$ cat config.mk
export PLATFORM = sky130hd
export DESIGN_NAME = sensor_frame_crc_check_convert
export DESIGN_NICKNAME = d
export VERILOG_FILES = /design/src/sfcc_pkg.sv /design/src/sfcc_front.sv /design/src/sfcc_queue.sv /design/src/sfcc_back.sv /design/src/sensor_frame_crc_check_convert.sv
export SDC_FILE = /design/constraint.sdc
export NUM_CORES = 1
export LEC_CHECK = 0
export ABC_AREA = 0
export BUFFER_PORTS_ARGS = -buffer_cell sky130_fd_sc_hd__buf_2
export CORE_ASPECT_RATIO = 0.9
export CORE_UTILIZATION = 55
export DETAILED_ROUTE_END_ITERATION = 8
export MAX_ROUTING_LAYER = met4
export PLACE_DENSITY_LB_ADDON = 0.08
export SLEW_MARGIN = 10
export SYNTH_ARGS = -nofsm -noshare
export SYNTH_HDL_FRONTEND = slang
export SYNTH_HIERARCHICAL = 1
export SYNTH_SLANG_ARGS = --single-unit
$ cat constraint.sdc
create_clock -name i_clk -period 5.45 [get_ports i_clk]
set_clock_uncertainty 0.1 [all_clocks]
set_input_delay 0.2725 -clock i_clk [delete_from_list [all_inputs] [get_ports i_clk]]
set_output_delay 0.2725 -clock i_clk [all_outputs]
set_load 0.02 [all_outputs]
$ cat src/sfcc_pkg.sv
// ============================================================================
// sfcc_pkg
// Shared types and constants for the sensor frame CRC check and convert block.
// ============================================================================
`default_nettype none

package sfcc_pkg;

    // Input item: one received byte or a bus failure notice
    typedef struct packed {
        logic       mode;
        logic [7:0] rx_byte;
    } t_in;

    // Result item
    typedef struct packed {
        logic signed [15:0] temp_centi;
        logic [1:0]         status;
    } t_out;

    // Status codes
    localparam logic [1:0] STAT_OK      = 2'd0;
    localparam logic [1:0] STAT_BUS_ERR = 2'd1;
    localparam logic [1:0] STAT_CRC_ERR = 2'd2;

    // Work handed from front to back
    typedef enum logic [1:0] {
        KIND_OK,
        KIND_BUS_ERR,
        KIND_CRC_ERR
    } t_kind;

    typedef struct packed {
        t_kind       kind;
        logic [15:0] raw;
    } t_cmd;

    // Command queue between front and back
    localparam int QDEPTH  = 2;
    localparam int QPTR_W  = (QDEPTH > 1) ? $clog2(QDEPTH) : 1;
    localparam int QCNT_W  = $clog2(QDEPTH + 1);

    // Conversion: ((TEMP_SCALE * raw) >> TEMP_SHIFT) - TEMP_OFFSET
    localparam int                 SCALE_W     = 13;
    localparam logic [SCALE_W-1:0] TEMP_SCALE  = 13'd4375;
    localparam int                 TEMP_SHIFT  = 14;
    localparam int                 PROD_W      = SCALE_W + 16;
    localparam logic signed [15:0] TEMP_OFFSET = 16'sd4500;
    localparam logic signed [15:0] ERR_TEMP    = -16'sd30000;

endpackage

`default_nettype wire

$ cat src/sfcc_front.sv
// ============================================================================
// sfcc_front
// Tracks frame position, runs the CRC-8 checks and issues one command per frame or bus failure.
// ============================================================================
`default_nettype none

module sfcc_front
    import sfcc_pkg::*;
(
    input  wire logic i_clk,
    input  wire logic i_rst_n,
    input  wire logic i_valid,
    input  wire t_in  i_data,
    input  wire logic i_q_full,
    output logic      o_ready,
    output logic      o_push,
    output t_cmd      o_cmd
);

    localparam logic [7:0] CRC_POLY = 8'h31;
    localparam logic [7:0] CRC_INIT = 8'hFF;

    localparam logic [2:0] POS_T_MSB = 3'd0;
    localparam logic [2:0] POS_T_LSB = 3'd1;
    localparam logic [2:0] POS_T_CRC = 3'd2;
    localparam logic [2:0] POS_H_MSB = 3'd3;
    localparam logic [2:0] POS_H_LSB = 3'd4;

    function automatic logic [7:0] crc_byte(input logic [7:0] c, input logic [7:0] b);
        logic [7:0] v;
        v = c ^ b;
        for (int k = 0; k < 8; k++) begin
            v = v[7] ? ((v << 1) ^ CRC_POLY) : (v << 1);
        end
        return v;
    endfunction

    logic [2:0]  r_byte_count, n_byte_count;
    logic [7:0]  r_crc_acc,    n_crc_acc;
    logic [15:0] r_temp_raw,   n_temp_raw;
    logic        r_crc_bad,    n_crc_bad;
    logic        w_accept;
    logic        w_mismatch;

    assign o_ready    = !i_q_full;
    assign w_accept   = i_valid && o_ready;
    assign w_mismatch = (r_crc_acc != i_data.rx_byte);

    always_comb begin
        n_byte_count = r_byte_count;
        n_crc_acc    = r_crc_acc;
        n_temp_raw   = r_temp_raw;
        n_crc_bad    = r_crc_bad;
        o_push       = 1'b0;
        o_cmd.kind   = KIND_OK;
        o_cmd.raw    = r_temp_raw;
        if (w_accept) begin
            if (i_data.mode) begin
                o_push       = 1'b1;
                o_cmd.kind   = KIND_BUS_ERR;
                n_byte_count = POS_T_MSB;
                n_crc_acc    = CRC_INIT;
                n_crc_bad    = 1'b0;
            end else begin
                case (r_byte_count)
                    POS_T_MSB: begin
                        n_temp_raw   = {i_data.rx_byte, 8'h00};
                        n_crc_acc    = crc_byte(r_crc_acc, i_data.rx_byte);
                        n_byte_count = POS_T_LSB;
                    end
                    POS_T_LSB: begin
                        n_temp_raw   = {r_temp_raw[15:8], i_data.rx_byte};
                        n_crc_acc    = crc_byte(r_crc_acc, i_data.rx_byte);
                        n_byte_count = POS_T_CRC;
                    end
                    POS_T_CRC: begin
                        n_crc_bad    = r_crc_bad || w_mismatch;
                        n_crc_acc    = CRC_INIT;
                        n_byte_count = POS_H_MSB;
                    end
                    POS_H_MSB, POS_H_LSB: begin
                        n_crc_acc    = crc_byte(r_crc_acc, i_data.rx_byte);
                        n_byte_count = r_byte_count + 3'd1;
                    end
                    default: begin
                        // last byte of the frame (and any out-of-range position)
                        o_push       = 1'b1;
                        o_cmd.kind   = (r_crc_bad || w_mismatch) ? KIND_CRC_ERR : KIND_OK;
                        n_byte_count = POS_T_MSB;
                        n_crc_acc    = CRC_INIT;
                        n_crc_bad    = 1'b0;
                    end
                endcase
            end
        end
    end

    always_ff @(posedge i_clk) begin
        if (!i_rst_n) begin
            r_byte_count <= POS_T_MSB;
            r_crc_acc    <= CRC_INIT;
            r_temp_raw   <= 16'h0000;
            r_crc_bad    <= 1'b0;
        end else begin
            r_byte_count <= n_byte_count;
            r_crc_acc    <= n_crc_acc;
            r_temp_raw   <= n_temp_raw;
            r_crc_bad    <= n_crc_bad;
        end
    end

    a_bus_err_restarts: assert property (@(posedge i_clk) disable iff (!i_rst_n)
        (w_accept && i_data.mode) |=> (r_byte_count == POS_T_MSB && !r_crc_bad))
        else $error("frame not restarted after bus failure");

    a_pos_range: assert property (@(posedge i_clk) disable iff (!i_rst_n)
        r_byte_count <= 3'd5)
        else $error("frame position out of range");

endmodule

`default_nettype wire

$ cat src/sfcc_queue.sv
// ============================================================================
// sfcc_queue
// Short command queue that decouples the checker front from the converter back.
// ============================================================================
`default_nettype none

module sfcc_queue
    import sfcc_pkg::*;
(
    input  wire logic i_clk,
    input  wire logic i_rst_n,
    input  wire logic i_push,
    input  wire t_cmd i_cmd,
    input  wire logic i_pop,
    output logic      o_full,
    output logic      o_empty,
    output t_cmd      o_cmd
);

    t_cmd              r_mem [QDEPTH];
    logic [QPTR_W-1:0] r_wr_ptr;
    logic [QPTR_W-1:0] r_rd_ptr;
    logic [QCNT_W-1:0] r_count;
    logic              w_push;
    logic              w_pop;

    assign o_full  = (r_count == QCNT_W'(QDEPTH));
    assign o_empty = (r_count == '0);
    assign o_cmd   = r_mem[r_rd_ptr];
    assign w_push  = i_push && !o_full;
    assign w_pop   = i_pop && !o_empty;

    always_ff @(posedge i_clk) begin
        if (w_push) begin
            r_mem[r_wr_ptr] <= i_cmd;
        end
    end

    always_ff @(posedge i_clk) begin
        if (!i_rst_n) begin
            r_wr_ptr <= '0;
            r_rd_ptr <= '0;
            r_count  <= '0;
        end else begin
            if (w_push) begin
                r_wr_ptr <= (r_wr_ptr == QPTR_W'(QDEPTH - 1)) ? '0 : r_wr_ptr + 1'b1;
            end
            if (w_pop) begin
                r_rd_ptr <= (r_rd_ptr == QPTR_W'(QDEPTH - 1)) ? '0 : r_rd_ptr + 1'b1;
            end
            r_count <= r_count + QCNT_W'(w_push) - QCNT_W'(w_pop);
        end
    end

    a_no_push_full: assert property (@(posedge i_clk) disable iff (!i_rst_n)
        o_full |-> !i_push)
        else $error("command pushed into full queue");

    a_count_range: assert property (@(posedge i_clk) disable iff (!i_rst_n)
        r_count <= QCNT_W'(QDEPTH))
        else $error("queue count overflow");

endmodule

`default_nettype wire

$ cat src/sfcc_back.sv
// ============================================================================
// sfcc_back
// Converts commands to result items: multiply stage, then offset and output.
// ============================================================================
`default_nettype none

module sfcc_back
    import sfcc_pkg::*;
(
    input  wire logic i_clk,
    input  wire logic i_rst_n,
    input  wire logic i_q_empty,
    input  wire t_cmd i_cmd,
    output logic      o_pop,
    output logic      o_valid,
    input  wire logic i_ready,
    output t_out      o_data
);

    logic              r_s1_valid;
    t_kind             r_s1_kind;
    logic [PROD_W-1:0] r_s1_prod;
    logic              r_out_valid;
    t_out              r_out;
    t_out              n_out;
    logic              w_out_load;
    logic              w_s1_load;

    assign w_out_load = !r_out_valid || i_ready;
    assign w_s1_load  = !r_s1_valid || w_out_load;
    assign o_pop      = w_s1_load && !i_q_empty;

    always_comb begin
        n_out.temp_centi = ERR_TEMP;
        n_out.status     = STAT_OK;
        case (r_s1_kind)
            KIND_OK: begin
                n_out.temp_centi = signed'({1'b0, r_s1_prod[PROD_W-1:TEMP_SHIFT]}) - TEMP_OFFSET;
            end
            KIND_BUS_ERR: n_out.status = STAT_BUS_ERR;
            KIND_CRC_ERR: n_out.status = STAT_CRC_ERR;
            default:      n_out.status = STAT_CRC_ERR;
        endcase
    end

    always_ff @(posedge i_clk) begin
        if (w_s1_load) begin
            r_s1_kind <= i_cmd.kind;
            r_s1_prod <= PROD_W'(TEMP_SCALE) * PROD_W'(i_cmd.raw);
        end
        if (w_out_load && r_s1_valid) begin
            r_out <= n_out;
        end
    end

    always_ff @(posedge i_clk) begin
        if (!i_rst_n) begin
            r_s1_valid  <= 1'b0;
            r_out_valid <= 1'b0;
        end else begin
            if (w_s1_load) begin
                r_s1_valid <= !i_q_empty;
            end
            if (w_out_load) begin
                r_out_valid <= r_s1_valid;
            end
        end
    end

    assign o_valid = r_out_valid;
    assign o_data  = r_out;

    a_ok_range: assert property (@(posedge i_clk) disable iff (!i_rst_n)
        (o_valid && o_data.status == STAT_OK) |->
            (o_data.temp_centi >= -16'sd4500 && o_data.temp_centi <= 16'sd12999))
        else $error("converted temperature out of range");

endmodule

`default_nettype wire

$ cat src/sensor_frame_crc_check_convert.sv
// ============================================================================
// sensor_frame_crc_check_convert
// Checks the two CRC-8 bytes of a six-byte sensor frame and converts the
// temperature word to hundredths of a degree.
// ============================================================================
//
//  Channel | Ports                           | Item
//  --------+---------------------------------+--------------------------------
//  in      | i_valid, o_ready, i_data (t_in) | one frame byte or a bus failure
//  out     | o_valid, i_ready, o_data (t_out)| temperature and status
//
//  One input item per cycle while o_ready is high; the CRC update is an unrolled 8-bit step.
//  A result passes through the queue write, the multiply stage and the
//  offset/output stage before it leaves the output register.
//  o_ready drops only when the 2-entry command queue is full, i.e. when the
//  output side has stalled long enough to back up both converter stages.
//  Synchronous active-low reset restarts the frame; no results are pending.
// ============================================================================
`default_nettype none

module sensor_frame_crc_check_convert
    import sfcc_pkg::*;
(
    input  wire logic i_clk,
    input  wire logic i_rst_n,
    input  wire logic i_valid,
    output logic      o_ready,
    input  wire t_in  i_data,
    output logic      o_valid,
    input  wire logic i_ready,
    output t_out      o_data
);

    // front -> queue
    logic w_push;
    t_cmd w_push_cmd;
    // queue -> back
    logic w_q_full;
    logic w_q_empty;
    logic w_pop;
    t_cmd w_pop_cmd;

    // Frame tracking and CRC checks; one command per finished frame or bus failure
    sfcc_front u_front (
        .i_clk    (i_clk),
        .i_rst_n  (i_rst_n),
        .i_valid  (i_valid),
        .i_data   (i_data),
        .i_q_full (w_q_full),
        .o_ready  (o_ready),
        .o_push   (w_push),
        .o_cmd    (w_push_cmd)
    );

    // Decouples front from back so each side stalls on its own
    sfcc_queue u_queue (
        .i_clk   (i_clk),
        .i_rst_n (i_rst_n),
        .i_push  (w_push),
        .i_cmd   (w_push_cmd),
        .i_pop   (w_pop),
        .o_full  (w_q_full),
        .o_empty (w_q_empty),
        .o_cmd   (w_pop_cmd)
    );

    // Scale, shift and offset; errors map to the fixed error temperature
    sfcc_back u_back (
        .i_clk     (i_clk),
        .i_rst_n   (i_rst_n),
        .i_q_empty (w_q_empty),
        .i_cmd     (w_pop_cmd),
        .o_pop     (w_pop),
        .o_valid   (o_valid),
        .i_ready   (i_ready),
        .o_data    (o_data)
    );

endmodule

`default_nettype wire

---- Word-level counts from Yosys, hierarchy flattened ----
Memories as Yosys holds them, arrays and structs flattened. A register that Yosys moved wholly into a read port is not among the register bits.
Index checks and enable logic that the tools add are counted.
cells by class
  div/mod/pow operators ................... 0
  multiply operators ...................... 1
  eq/ne operators ......................... 8
  $add $sub $neg .......................... 6
  shifts and indexed selects .............. 0
  mux-type cells .......................... 29
  reduce and logical (&&, ||, !) cells .... 22
  order comparisons ....................... 0
  bitwise gates (word level) .............. 11
operators by type and width
  operator                                                               count
  6-bit 2-to-1 mux                                                       8
  16-bit one-hot mux with 2 select lines                                 1
  13-bit by 16-bit multiplier with 29-bit output, first input constant   1
  3-bit inverter                                                         8
  8-bit 2-to-1 mux                                                       2
  15-bit by 13-bit subtractor with 16-bit output, second input constant  1
  3-bit one-hot mux with 4 select lines                                  1
  1-bit 2-to-1 mux                                                       10
  2-bit 2-to-1 mux                                                       4
  8-bit != test                                                          1
  8-bit bitwise XOR                                                      1
  3-bit by 2-bit == test with 1-bit output, second input constant        2
  1-bit logical AND                                                      5
  5-bit OR reduction                                                     1
  1-bit logical NOT                                                      4
  2-bit logical NOT                                                      2
  2-bit one-hot mux with 2 select lines                                  1
  4-bit AND reduction                                                    1
  4-bit OR reduction                                                     1
  3-bit by 1-bit adder with 3-bit output, second input constant          1
  3-bit by 1-bit == test with 1-bit output, second input constant        1
  3-bit == test, second input constant                                   1
  3-bit logical NOT                                                      1
  1-bit logical OR                                                       3
  13 further kinds                                                       15
storage, ports and cells
  ROM bits ................................ 0
  bits of input ports ..................... 13
  memories kept ........................... 1
  word-level logic and storage cells ...... 92
  latch bits .............................. 0
  output and inout bits ................... 20
  memory bits (writable) .................. 36
  register bits after elaboration ......... 83
memories
  memory         depth  width  read ports  clocked after memory_dff  write ports  line              source
  u_queue.r_mem  2      18     1           1                         1            sfcc_queue.sv:20  t_cmd r_mem [QDEPTH];

---- Logic depth before layout (Yosys ltp) ----
Gate-level depths: netlist of run 1.
  depth after elaboration ................. 19
  depth in mapped cells ................... 19
  gate-level depth less buffers ........... 17

---- Modules after synthesis ----
The synthesis of run 1 kept the hierarchy.
modules (own cells, without submodules)
  module      times used  cells each  area an instance (µm²)  seq. area each (µm²)
  sfcc_back   1           406         4,396.7                 1,091.0
  sfcc_queue  1           84          1,605.3                 1,181.1
  sfcc_front  1           170         1,572.8                 560.5

---- Worst setup path after synthesis of run 1 ----
OpenSTA, ideal clock, no wires.
  kind .................................... reg2reg
  from .................................... reg with a tool-made name
  to ...................................... reg u_back.r_s1_prod[27], data pin
  data required time ...................... 5.085 ns
  clock period less this slack ............ 4.690 ns
  setup time .............................. 0.265 ns
  setup slack ............................. 0.760 ns
  stages on the path, launching flop included .. 18
  arrival time ............................ 4.325 ns
  buffers on the path ..................... 2
  cell sequence ........................... dfxtp_1 buf_6 buf_12 mux2_4 ha_1 inv_1 fa_1 inv_1 ha_1 fa_1 fa_1 ha_1 a21oi_1 o21ai_1 a211oi_1 nor2_1 o31ai_1 xnor2_1
RTL lines
  element               line             source
  end signal, assigned  sfcc_back.sv:49  r_s1_prod <= PROD_W'(TEMP_SCALE) * PROD_W'(i_cmd.raw);
  end, declared         sfcc_back.sv:22  logic [PROD_W-1:0] r_s1_prod;

==> flow_summary.ini, run 1 <==
[timing]
final.min_clock_period_ns = 5.15
setup_viol = 0
rsz0062_at_grt = false
period_share_pct = 94.5
final_max_slew_viol_count = 0
tns_ns = 0
hold_violations = 0
slew_headroom_pct = 33.9
max_freq_mhz = 194
tightest_slew_ns = 0.990

[critical_path]
cp.required_ns = 5.45
crit_path_end_kind = register
crit_type = reg2reg
crit_family = adder cells
cp_num_buf_inv = 3
reg2reg_depth = 16
slowest_delay_ns = 0.51
cp_max_fo = 9
crit_arrival_ns = 5.15
slowest_stage = fa_1
worstReg2RegEnd = u_back/r_s1_prod[26]
ff2ff_setup_slack_ns = 0.30
startpoint_type = register
cp_cell_sequence = buf_4, mux2_4, ha_1, inv_1, fa_1, inv_1, ha_1, fa_1, fa_1, ha_1, and3_1, nand2_1, a211o_1, nor2_1, o2111ai_1, nor3b_1

[die]
core_um2 = 13400
rows = 40
io_pins = 33
die_width_um = 126
die_height_um = 113
dieArea_um2 = 14200
start_util_pct = 56.5

[routing]
vias = 4773
wl_mm = 13.7
wl_per_cell_um = 15.9
vias_per_cell = 5.53
drtPass1Iterations = 4
drt_iter0_markers = 190
remaining_drc_errors = 0
drtAntennaViolNets = 0

[global_route]
grt_pass1_vias = 4835
grt_use_met1_pct = 26.3
grt_max_degree = 29
use_met3_pct = 4.30
grt_remaining_overflow = 0
grt_first_pass_wirelength_mm = 23.0
antenna_found_initial = 0
grtUsageTotal_pct = 21.4
busiest_layer = met2
grtUsageMet2_pct = 35.4

[cells_and_area]
syn2layout_area_growth_pct = 8.06
fillers = 1118
nets = 849
final_common_cell = ha_1
finish.utilization_pct = 61.0
final_cell_mix = ha_1, edfxtp_1, inv_1, fa_1, nand2_1
drive_above_1_share_pct = 12.4
n_antenna_cell = 0

[run_status]
status = finished, final reports clean

[yosys]
yosysTopAreaCellShare_pct = 28.1
yosysWarnings = 6
synthCells = 660
synth-edff-count = 71
synth_seq_cells = 106
yosys.area.top_type = edfxtp_1
synth_area_per_cell_um2 = 11.5
ys.flop_type = edfxtp_1
syn-cell-area_um2 = 7570
synth_fp_nets = 819
synth_area_leaders = edfxtp_1, ha_1, fa_1
ys_async_sr_fraction_pct = 0
ys_seq_area_share_pct = 37.4
synth_cell_types = 63

[hold_path]
min_from = i_data[0]
hp-class = in2reg
holdPathStages = 3
worstHoldEndpoint = u_front/r_temp_raw[0]

[clock_network]
htree_levels = 3
clock_sinks = 106
tritoncts = built
cts-root-buf = clkbuf_16
cts_made_buffers = 9
cts.path.max_buffers = 2
clkTransAtPathRegs_ns = 0.08
cts_setup_buffers = 0
insertion_delay_ns = 0.36

[placement]
dp_hpwl_mm = 11.0
gp_congestion = 0.855
port_buffers = 32

[run]
cap_violations = 0
==> kinds of logic after synthesis <==
kind of cell	share of synthesized area [%]
AOI/OAI and AO/OA	8.61
muxes	4.66
buffers and inverters	4.66
adders and majority gates	28.5
and+or+nand+nor	10.5
xor gates and xnor gates	5.70
DFF	37.4
==> worst min-delay path: stages <==
cell	delay (ns)
buf_2	0.13
nand3_1	0.07
a21boi_0	0.07
==> cell usage after synthesis (14+ instances only) <==
library cell,count
edfxtp_1,71
nor2b_1,17
nor2_1,36
ha_1,102
dfxtp_1,35
nand2_1,38
xnor2_1,27
nand3_1,14
a21oi_1,30
fa_1,44
inv_1,68
o21ai_0,15
==> registers in the layout, indices dropped and copies added (netlist names), named ones only <==
name / cells
u_queue/r_mem: 36
u_front/r_temp_raw: 16
u_back/o_data: 18
u_back/r_s1_kind: 2
u_front/r_crc_acc: 8
u_back/r_s1_prod: 15
u_queue/r_rd_ptr: 1
u_back/o_valid: 1
u_queue/r_count: 2
u_front/r_crc_bad: 1
u_front/r_byte_count: 3
u_queue/r_wr_ptr: 1
u_back/r_s1_valid: 1
==> how the worst max path moves through the flow <==
stage                     startpoint                   end  slack, ns  cells after the start
after floorplan             register  u_back/r_s1_prod[27]       0.76                     17
after global placement      register  u_back/r_s1_prod[27]       0.24                     16
after detailed placement    register  u_back/r_s1_prod[26]       0.14                     16
after CTS                   register  u_back/r_s1_prod[26]       0.13                     16
after global routing        register  u_back/r_s1_prod[28]       0.04                     16
final                       register  u_back/r_s1_prod[26]       0.30                     16
==> layout make-up <==
| cell class | instances | area, um^2 | area share (%) |
|---|---|---|---|
| clock buffer | 9 | 225 | 2.75 |
| tap | 168 | 210 | 2.57 |
| multi-input combinational | 470 | 4390 | 53.6 |
| inverter | 68 | 255 | 3.12 |
| clock inverter | 7 | 88.8 | 1.09 |
| sequential | 106 | 2830 | 34.6 |
| timing repair buffer | 35 | 183 | 2.23 |
==> per-stage QoR <==
stage	instances	hold WS (ns)	setup slack (ns)	area, um^2
after floorplan	660	0.290	0.760	7570
after global placement	847	0.334	0.244	7870
after detailed placement	847	0.341	0.145	7870
after CTS	863	0.109	0.135	8180
after global routing	863	0.110	0.0403	8190
final	863	0.131	0.298	8190
==> timing repair <==
action / CTS / global route
hold buffers: 0 / 0
endpoints found under the setup margin: 0 / 5
gates resized for setup: 0 / 1
==> metal layers <==
metal,part of all wire [%],vias to the layer above,routed length (um)
met4,1.8,0,253
li1,-,2376,-
met5,0,-,0
met3,3.0,19,412
met1,46,2299,6330
met2,49,79,6700
Power of run 1 is left out: the tool's default activity adds up to more than one toggle a clock period on the data nets, which glitch-free logic cannot reach.
==> inputs of run 2 (changes only) <==
CTS_CLUSTER_SIZE = 16   (was unset)
SETUP_SLACK_MARGIN = 0.3   (was unset)
==> flow_summary.ini, run 2 (synthesis results as in run 1) <==
[run_status]
status = finished, final reports clean

[timing]
setup_viol = 0
hold_violations = 0
final_max_slew_viol_count = 0
tightest_slew_ns = 0.968
rsz0062_at_grt = true
final.min_clock_period_ns = 4.94
tns_ns = 0
slew_headroom_pct = 35.3
max_freq_mhz = 202
period_share_pct = 90.7

[routing]
drtPass1Iterations = 5
vias_per_cell = 5.54
drtAntennaViolNets = 0
wl_per_cell_um = 16.0
wl_mm = 13.8
remaining_drc_errors = 0
vias = 4777
drt_iter0_markers = 178

[critical_path]
cp_cell_sequence = buf_8, mux2_4, ha_1, inv_1, fa_1, inv_1, ha_1, fa_1, fa_1, ha_1, and3_2, nand2_1, a211o_1, nor2_2, o2111ai_1, nor3b_1
crit_type = reg2reg
cp_num_buf_inv = 3
startpoint_type = register
crit_arrival_ns = 4.94
cp_max_fo = 9
crit_cells = 16
crit_family = adder cells
slowest_delay_ns = 0.51
reg2reg_depth = 16
cp.required_ns = 5.45
crit_path_end_kind = register
slowest_stage = fa_1
ff2ff_setup_slack_ns = 0.51

[global_route]
grtUsageTotal_pct = 21.4
grt_max_degree = 29
grt_first_pass_wirelength_mm = 23.0
antenna_found_initial = 0
grt_remaining_overflow = 0
grt_pass1_vias = 4843

[clock_network]
clock_sinks = 106
cts_setup_buffers = 0
cts-root-buf = clkbuf_16
tritoncts = built
cts_made_buffers = 9
htree_levels = 3
cts.path.max_buffers = 2
insertion_delay_ns = 0.36
clkTransAtPathRegs_ns = 0.08

[placement]
dp_hpwl_mm = 11.0
port_buffers = 32
gp_congestion = 0.855
post_dp_cell_area_um2 = 7870

[die]
start_util_pct = 56.5
rows = 40
core_um2 = 13400
io_pins = 33
die_height_um = 113
die_width_um = 126
dieArea_um2 = 14200

[cells_and_area]
nets = 849
final_cell_area_um2 = 8220
regMostFlops = u_queue/r_mem
largest_registers = u_queue/r_mem (36), u_back/o_data (18), u_front/r_temp_raw (16)
largest_reg_flops = 36
finish.utilization_pct = 61.3
final_common_cell = ha_1
n_antenna_cell = 0
syn2layout_area_growth_pct = 8.57
final_cell_mix = ha_1, edfxtp_1, inv_1, fa_1, nand2_1
drive_above_1_share_pct = 13.2

[run]
cap_violations = 0

[hold_path]
holdPathStages = 3
hp-class = in2reg
run 2: cell counts in the layout (fill, tap and decap cells not counted):
Identical to the previous run, type by type.
run 2: final cells by class:
type | instances | area [um^2]
Inverter | 68 | 255
Fill cell | 1118 | 5190
Clock buffer | 9 | 225
Sequential cell | 106 | 2840
Clock inverter | 7 | 88.8
Multi-Input combinational cell | 470 | 4420
Timing Repair Buffer | 35 | 190
Tap cell | 168 | 210
run 2: worst reg2reg max path, cell delays in order (launching register included):
cell	delay, ns
dfxtp_4	0.43
buf_8	0.17
mux2_4	0.35
ha_1	0.30
inv_1	0.06
fa_1	0.49
inv_1	0.04
ha_1	0.31
fa_1	0.48
fa_1	0.51
ha_1	0.33
and3_2	0.23
nand2_1	0.07
a211o_1	0.31
nor2_2	0.21
o2111ai_1	0.15
nor3b_1	0.16
run 2: per-stage QoR:
step | hold slack, ns | std cells | worst slack [ns]
4_1_cts | 0.109 | 863 | 0.316
2_1_floorplan | 0.290 | 660 | 0.760
3_3_place_gp | 0.334 | 847 | 0.244
6_report | 0.129 | 863 | 0.508
5_1_grt | 0.110 | 863 | 0.297
3_5_place_dp | 0.341 | 847 | 0.145
run 2: path summary, 6_finish.rpt:
path	start	end
setup reg to reg	register	u_back/r_s1_prod[26]
hold reg to reg	u_front/r_temp_raw[7]	u_queue/r_mem[0][7]
hold / removal	i_data[1]	u_front/r_temp_raw[1]
setup / recovery	register	u_back/r_s1_prod[26]
run 2: repair_timing:
| action | in CTS | in global routing |
|---|---|---|
| hold buffers | 0 | 0 |
| endpoints found under the setup margin | 7 | 10 |
| resized for setup | 2 | 10 |
| pin swaps | 0 | 0 |
| hold endpoints to repair | 0 | 0 |
| gates cloned | 0 | 0 |
run 2: layer usage:
| metal | wire (um) | global-route usage [%] | vias to the layer above | part of all wire, % |
|---|---|---|---|---|
| met1 | 6320 | 26.3 | 2300 | 46 |
| met3 | 444 | 4.30 | 19 | 3.2 |
| met2 | 6750 | 35.5 | 85 | 49 |
| met5 | 0 | - | - | 0 |
| li1 | - | - | 2373 | - |
| met4 | 252 | 6.91 | 0 | 1.8 |
Power of run 2 is left out for the same reason.
==> inputs of run 3 (changes only) <==
PLACE_DENSITY = 0.79   (was unset)
PLACE_DENSITY_LB_ADDON = unset   (was 0.08)
==> flow_summary.ini, run 3 (synthesis results as in run 1) <==
[run_status]
status = finished, final reports clean

[clock_network]
clkTransAtPathRegs_ns = 0.08
htree_levels = 3
clock_sinks = 106
tritoncts = built
cts_made_buffers = 9
cts.path.max_buffers = 2
insertion_delay_ns = 0.36
cts-root-buf = clkbuf_16
cts_setup_buffers = 0

[critical_path]
reg2reg_depth = 16
slowest_delay_ns = 0.48
worstReg2RegEnd = u_back/r_s1_prod[25]
crit_type = reg2reg
cp.required_ns = 5.53
ff2ff_setup_slack_ns = 0.42
crit_arrival_ns = 5.11
cp_cell_sequence = buf_8, mux2_4, ha_1, fa_1, ha_1, inv_1, fa_1, inv_1, fa_1, ha_1, a21oi_1, o21ai_0, a21oi_2, o21ai_0, nor2_1, a311oi_1
cp_max_fo = 11
startpoint_type = register
crit_path_end_kind = register
cp-endpoint = u_back/r_s1_prod[25]
slowest_stage = fa_1

[cells_and_area]
fillers = 1060
largest_registers = u_queue/r_mem (36), u_back/o_data (18), u_front/r_temp_raw (16)
drive_above_1_share_pct = 13.7
largest_reg_flops = 36
regMostFlops = u_queue/r_mem
n_antenna_cell = 0
multi_input_area_um2 = 4450
syn2layout_area_growth_pct = 8.72
final_cell_mix = ha_1, edfxtp_1, inv_1, fa_1, nand2_1
final_common_cell = ha_1
seq_area_um2 = 2840
nets = 848

[placement]
dp_hpwl_mm = 11.0
gp_congestion = 0.901
port_buffers = 32

[die]
start_util_pct = 56.5
core_um2 = 13400
dieArea_um2 = 14200
die_height_um = 113
io_pins = 33
rows = 40
die_width_um = 126

[timing]
slew_headroom_pct = 36.2
rsz0062_at_grt = false
tns_ns = 0
final_max_slew_viol_count = 0
final.min_clock_period_ns = 5.03
tightest_slew_ns = 0.955
setup_viol = 0
period_share_pct = 92.2
hold_violations = 0
max_freq_mhz = 199

[hold_path]
hp-class = in2reg

[routing]
wl_per_cell_um = 16.1
vias = 4801
vias_per_cell = 5.57
wl_mm = 13.9
drtAntennaViolNets = 0
drt_iter0_markers = 261
drtPass1Iterations = 4
remaining_drc_errors = 0

[global_route]
grtUsageTotal_pct = 21.3
antenna_found_initial = 0
grt_max_degree = 29
grt_remaining_overflow = 0
grt_pass1_vias = 5007
grt_first_pass_wirelength_mm = 23.1

[run]
cap_violations = 0
## run 3: cell count changes in the layout (fill, tap and decap cells not counted), moves of 2 or more
cell,delta
inv_6,-2
a21oi_2,+3
a21oi_1,-3
inv_8,+2
## run 3: repair_timing
item	CTS	global route
cloned	0	0
hold buffers	0	0
resized for setup	1	16
hold endpoints to repair	0	0
endpoints found under the setup margin	11	12
## run 3: stage by stage
step / instance area, um^2 / std cells / setup WS (ns) / utilization [%] / hold slack, ns
floorplan: 7570 / 660 / 0.760 / - / 0.290
global placement: 7860 / 846 / 0.256 / 58.6 / 0.333
detailed placement: 7860 / 846 / 0.152 / 58.6 / 0.342
CTS: 8170 / 862 / 0.275 / 60.9 / 0.111
global route: 8240 / 862 / 0.304 / 61.4 / 0.128
finish: 8240 / 862 / 0.422 / 61.4 / 0.120
## run 3: cell type report
cell class / instances / area share, %
Timing Repair Buffer: 34 / 2.22
Clock inverter: 7 / 0.927
Sequential cell: 106 / 34.4
Multi-Input combinational cell: 470 / 54.0
Tap cell: 168 / 2.55
Inverter: 68 / 3.10
Clock buffer: 9 / 2.73
## run 3: routing by layer
| layer | share of wire (%) | GRT usage (%) | up-vias | wire length (um) |
|---|---|---|---|---|
| li1 | - | - | 2376 | - |
| met1 | 45 | 24.4 | 2285 | 6180 |
| met2 | 50 | 38.1 | 114 | 6910 |
| met3 | 3.3 | 3.40 | 26 | 460 |
| met4 | 2.3 | 7.15 | 0 | 318 |
| met5 | 0 | - | - | 0 |
## run 3: how the worst min path moves through the flow
stage,endpoint,startpoint,cells past startpoint
finish,u_front/r_temp_raw[1],i_data[1],3
floorplan,u_back/o_valid,i_rst_n,1
CTS,u_front/r_temp_raw[1],i_data[1],3
detailed placement,u_queue/r_mem[0][6],u_front/r_temp_raw[6],0
global route,u_front/r_temp_raw[1],i_data[1],3
global placement,u_queue/r_mem[1][6],u_front/r_temp_raw[6],0
## run 3: critical path: cells and delay by family (launching register included)
kind,cells,cell delay (ns)
AND/OR/NAND/NOR,1,0.10
flip-flops,1,0.42
AO/OA/AOI/OAI,5,1.19
multiplexers,1,0.36
buffers and inverters,3,0.29
adder cells (fa/ha/maj),6,2.38
Power of run 3 is left out for the same reason.
